**config.mk**
```make
export PLATFORM = sky130hd
export DESIGN_NAME = tpc_fifo
export DESIGN_NICKNAME = d
export VERILOG_FILES = /design/src/rtl/tpc_pkg.sv /design/src/rtl/tpc_fifo.sv
export SDC_FILE = /design/constraint.sdc
export NUM_CORES = 1
export LEC_CHECK = 0
export BUFFER_PORTS_ARGS = -buffer_cell sky130_fd_sc_hd__buf_2
export CAP_MARGIN = 15
export CORE_ASPECT_RATIO = 2
export CORE_UTILIZATION = 55
export DETAILED_ROUTE_END_ITERATION = 7
export PLACE_DENSITY = 0.88
export SYNTH_ARGS = -nofsm -noshare
export SYNTH_HDL_FRONTEND = slang
export SYNTH_SLANG_ARGS = --single-unit
```
**constraint.sdc**
```tcl
create_clock -name clk -period 1.9 [get_ports clk]
set_input_delay 0.095 -clock clk [delete_from_list [all_inputs] [get_ports clk]]
set_output_delay 0.095 -clock clk [all_outputs]
set_load 0.02 [all_outputs]
```
**src/rtl/tpc_pkg.sv**
```systemverilog
package tpc_pkg;

  // Default coordinate width, signed fixed point
  localparam int COORD_BITS_DEF = 32;

  // Bits of the crossing factor t, unsigned Q0.T_BITS
  localparam int T_BITS = 32;

  // Width of the color and glyph attributes
  localparam int ATTR_BITS = 16;

  // Depth of the queue between front and back
  localparam int QDEPTH = 4;
  localparam int QCNT_W = $clog2(QDEPTH + 1);

  // Configuration register map
  localparam int CFG_IDX_W = 3;
  typedef enum logic [CFG_IDX_W-1:0] {
    CFG_POINT_X  = 3'd0,
    CFG_POINT_Y  = 3'd1,
    CFG_POINT_Z  = 3'd2,
    CFG_NORMAL_X = 3'd3,
    CFG_NORMAL_Y = 3'd4,
    CFG_NORMAL_Z = 3'd5
  } cfg_idx_t;

  // Reset values of the nonzero plane registers
  localparam int POINT_Z_RST  = 6554;
  localparam int NORMAL_Z_RST = 65536;

  // Classification of a triangle against the plane
  typedef enum logic [1:0] {
    MODE_ONE = 2'd0,
    MODE_TWO = 2'd1,
    MODE_ALL = 2'd2
  } clip_mode_t;

  // Back end sequencer states
  typedef enum logic [2:0] {
    BK_IDLE  = 3'd0,
    BK_DIV   = 3'd1,
    BK_MUL   = 3'd2,
    BK_SUM   = 3'd3,
    BK_EMIT0 = 3'd4,
    BK_EMIT1 = 3'd5
  } back_state_t;

endpackage

```
**src/rtl/tpc_fifo.sv**
```systemverilog
module tpc_fifo #(
  parameter int WIDTH = 8,
  parameter int DEPTH = tpc_pkg::QDEPTH
) (
  input  logic                       clk,
  input  logic                       rst_n,
  input  logic                       wr_en,
  input  logic [WIDTH-1:0]           wr_data,
  input  logic                       rd_en,
  output logic [WIDTH-1:0]           rd_data,
  output logic                       is_empty,
  output logic [$clog2(DEPTH+1)-1:0] level
);

  localparam int PTR_W = (DEPTH > 1) ? $clog2(DEPTH) : 1;
  localparam int CNT_W = $clog2(DEPTH + 1);

  logic [WIDTH-1:0] mem_r [DEPTH];
  logic [PTR_W-1:0] wr_ptr_r, rd_ptr_r;
  logic [CNT_W-1:0] count_r;

  assign rd_data  = mem_r[rd_ptr_r];
  assign is_empty = (count_r == '0);
  assign level    = count_r;

  // Store on write
  always_ff @(posedge clk) begin
    if (wr_en) begin
      mem_r[wr_ptr_r] <= wr_data;
    end
  end

  // Advance pointers and track fill level
  always_ff @(posedge clk) begin
    if (!rst_n) begin
      wr_ptr_r <= '0;
      rd_ptr_r <= '0;
      count_r  <= '0;
    end else begin
      if (wr_en) begin
        wr_ptr_r <= (wr_ptr_r == PTR_W'(DEPTH - 1)) ? '0 : wr_ptr_r + 1'b1;
      end
      if (rd_en) begin
        rd_ptr_r <= (rd_ptr_r == PTR_W'(DEPTH - 1)) ? '0 : rd_ptr_r + 1'b1;
      end
      if (wr_en && !rd_en) begin
        count_r <= count_r + 1'b1;
      end else if (rd_en && !wr_en) begin
        count_r <= count_r - 1'b1;
      end
    end
  end

endmodule

```
# == Word level (Yosys, flattened, before mapping) ==
# Memory sizes are Yosys's and may differ from the RTL's. A register that Yosys moved wholly into a read port is not among the register bits.
# Cells that the tools add are included.
# totals
input_bits,12
wordCells,24
output_inout_bits,12
register_bits,7
mem_count,1
mem_bits_rw,32
# op_classes
eq_ne,2
n_reduce_logical,6
muxes,8
add_sub_neg,4
# mem_list
memory,depth,width,read_ports,rd_ports_with_merged_regs,wr,line,source
mem_r,4,8,1,1,1,tpc_fifo.sv:18,logic [WIDTH-1:0] mem_r [DEPTH];
# ops
op,n
2-bit two-way mux,4
3-bit two-way mux,2
2-bit by 1-bit adder with 2-bit output (second input constant),2
2-bit equality test (second input constant),2
3-bit by 1-bit adder with 3-bit output (second input constant),1
3-bit zero test,1
3-bit by 1-bit subtractor with 3-bit output (second input constant),1
1-bit logical AND,2
1-bit zero test,2
1-bit two-way mux,2
2-bit nonzero test,1

# == Depth between registers and ports, before layout ==
# depth
word_depth,4
depth_mapped,7
ltp_nobuf,7

# == Worst setup path before layout ==
# Ideal clock, no wire load.
# synth_path
path_kind,register to register
from,register count_r[0] (netlist: level[0])
to,register count_r[2] (netlist: level[2])
t_arrival_ps,1408
required_time_ps,1830
n_path_buf,0
setup_ps,70
stages_incl_launch_ff,5
period_less_slack_ps,1478
setup_slack_ps,422
cell_sequence,dfxtp_1 > fa_1 > xor2_1 > or3_1 > a21boi_1
# synth_between
elab_chain_len,3
elab_cells_between_ends,4
cone_classes,2 x add/sub; 2 x mux
# synth_lines
item,line,source
"start, declared",tpc_fifo.sv:20,logic [CNT_W-1:0] count_r;
"start signal, assigned",tpc_fifo.sv:47,count_r <= count_r + 1'b1;
"start signal, assigned",tpc_fifo.sv:49,count_r <= count_r - 1'b1;
3-bit by 1-bit subtractor with 3-bit output,tpc_fifo.sv:49,
3-bit two-way mux,tpc_fifo.sv:48,end else if (rd_en && !wr_en) begin
3-bit two-way mux *,tpc_fifo.sv:46,if (wr_en && !rd_en) begin
# Every way passes the cells marked *; elsewhere a longest branch is shown, timed or not. The select of a mux whose other input is x is not followed.
# A chain may end at the register's enable or synchronous reset.

==> run_results.csv <==
group,metric,value,unit
clock_tree,numCtsBuffers,5,
synthesis,muxShareOfSynthArea,13.70,%
clock_tree,cts-hold-fix-buffers,0,
power_and_ir_drop,leakagePower,0.7113,nW
route,viasPerCell,5.722,
setup_path,start_kind,"register",
sta,fin_crit_sh,83.52,%
synthesis,syn_inst,85,
synthesis,ys_warn_count,0,
sta,grt_setup_unrepaired,"false",
setup_path,cp_slowest_cell,"mux4_2",
sta,fmax,630.1,MHz
route,post_drt_wl_per_cell,16.72,um
min_path,hp-class,"in2reg",
synthesis,synth-seq-cells,41,
setup_path,cp.required,1.80,ns
synthesis,synth.distinct_cells,19,
clock_tree,cts.path.max_buffers,2,
setup_path,crit_buf_inv,2,
route,drt_iter0_drc,32,
layout,layout_commonest_cell,"edfxtp_1",
global_routing,grt_pass1_wl,3822,um
placed_design,gp_congestion,0.6641,
layout,layout_common_cells,"edfxtp_1 (32), buf_2 (23), dfxtp_1 (9)",
setup_path,path_depth,3,
synthesis,yosys-top-cells-area,"edfxtp_1 (60%), dfxtp_1 (11%), mux4_2 (11%), ha_1 (4.7%), mux2i_1 (2.5%)",
die,rows,27,
sta,setup_slack,0.3130,ns
sta,tightest_slew,0.4369,ns
die,die-area,3156,um^2
min_path,hold_depth,1,
sta,drv_slew,0,
setup_path,end_kind,"output port",
layout,drive_gt1_share,34.78,%
route,antenna_left,0,
clock_tree,clkTransAtPathRegs,0.08,ns
global_routing,grt_max_degree,14,
sta,slew_headroom,70.87,%
sta,skew,0.004226,ns
clock_tree,cts_tree,"built",
job,drv_cap,0,
synthesis,syn_nets,104,
sta,hold_violations,0,
synthesis,yosysTopAreaCellShare,59.77,%
synthesis,netlist_area,1608,um^2
sta,finalCriticalPeriod,1.587,ns
placed_design,pre_cts_ws,0.2916,ns
placed_design,io_buffers,23,
die,die_w,40.23,um
setup_path,ff2ff_path_depth,4,
layout,syn2layout_area_growth,16.89,%
die,coreArea,2770,um^2
layout,fill_cells,203,
synthesis,synth_xor_area_share,1.089,%
synthesis,synth_compound_area_share,1.245,%
setup_path,worstPathArrival,1.49,ns
outcome,status,"complete, no violations",
synthesis,synthSimpleGateAreaFrac,5.136,%
power_and_ir_drop,powerDensity,1097,nW/um^2
clock_tree,cts_resized,0,
setup_path,critical-path-top-delay-family,"multiplexers",
clock_tree,root_buffer,"clkbuf_8",
route,firstDrtPassIters,5,
clock_tree,cts_setup_buffers,0,
sta,tns,0,ns
global_routing,grt_pass1_vias,875,
clock_tree,cts.sinks,41,
route,drc,0,
synthesis,syn_avg_cell_area,18.92,um^2
setup_path,cpPeakStageDelay,0.52,ns
power_and_ir_drop,vdd.ir_drop.worst,0.9736,mV
route,wl,2408,um
sta,setup_violations,0,
synthesis,yosysTopAreaCell,"edfxtp_1",
global_routing,grt_antenna_before_repair,0,
setup_path,crit_type,"reg2out",
global_routing,grt_overflow_total,0,
route,vias,824,
synthesis,synth_top_family_by_area,"multiplexers",
clock_tree,cts_max_level,2,
die,ioPinCount,24,
placed_design,hpwl,1746,um
clock_tree,worstSkewPairLatency,0.29,ns
setup_path,path_cells,"buf_4 > mux4_2 > buf_2",
die,start_util,58.04,%
die,die_y,78.46,um
layout,diodes,0,
setup_path,critical_path.max_fanout,8,
synthesis,synth_fa_ha_area_share,5.914,%
synthesis,synth_seq_area_share,70.97,%
layout,nets,133,
global_routing,grt_use_total,18.64,%
metrics by stage:
stage / utilization [%] / instances / hold WS (ns) / area [um^2] / total power [mW]
after detailed placement: 63.19 / 136 / 0.3213 / 1750 / 1.326
after global placement: 63.19 / 136 / 0.3060 / 1750 / 1.310
after CTS: 67.84 / 144 / 0.01427 / 1879 / 2.080
after floorplan: - / 85 / 0.1939 / 1608 / 1.238
after global routing: 67.84 / 144 / 0.01456 / 1879 / 2.142
final: 67.84 / 144 / 0.01899 / 1879 / 2.061
cell type report:
cell class	instances	area [um^2]	share of cell area [%]
Timing Repair Buffer	24	122.6	6.525
Multi-Input combinational cell	38	435.4	23.17
Clock inverter	2	35.03	1.864
Tap cell	29	36.28	1.931
Clock buffer	6	93.84	4.993
Inverter	4	15.01	0.7989
Sequential cell	41	1141	60.72
metal layers:
metal / GRT usage [%] / up-vias / share of wire [%]
li1: - / 378 / -
met5: 0 / - / 0
met1: 21.41 / 420 / 39
met4: 10.00 / 0 / 1.5
met3: 4.237 / 5 / 3.6
met2: 30.16 / 21 / 56
registers in the layout, indices dropped and copies added (netlist names), named ones only:
register / flops
mem_r: 32
level: 3
rd_ptr_r: 2
wr_ptr_r: 2
synth_stat cells:
master / instances
edfxtp_1: 32
dfxtp_1: 9
mux4_2: 8
ha_1: 6
and2_1: 5
nor2b_1: 5
inv_1: 4
mux2i_1: 4
nor3_1: 2
a21boi_1: 1
buf_6: 1
clkbuf_2: 1
fa_1: 1
nor2_1: 1
o21a_1: 1
o21ai_0: 1
or3_1: 1
xnor2_1: 1
xor2_1: 1
report_power, final:
part	leakage, nW	switching [mW]	internal, mW
combinational	0.277	0.139	0.111
sequential	0.368	0.0312	1.02
clock	0.0663	0.292	0.469
cell families (layout without fill, tap and decap cells):
family	count (synthesis)	in the layout
muxes	12	12
and+or+nand+nor	14	14
buffers and inverters	6	36
adders and majority gates	7	7
xor gates and xnor gates	2	2
AOI/OAI and AO/OA	3	3
DFF	41	41
worst reg2reg max path, stage by stage, from the launching register on:
cell	delay [ns]
dfxtp_1	0.36
fa_1	0.44
xor2_1	0.15
or3_1	0.30
a21boi_1	0.14
worst paths after layout:
kind,from,end,slack (ns)
setup / recovery,register,rd_data[7],0.31
hold / removal,wr_data[3],mem_r[2][3],0.02
setup reg to reg,level[0],level[2],0.44
hold reg to reg,level[2],level[2],0.52
No activity file was read; power rests on OpenSTA's default activity.
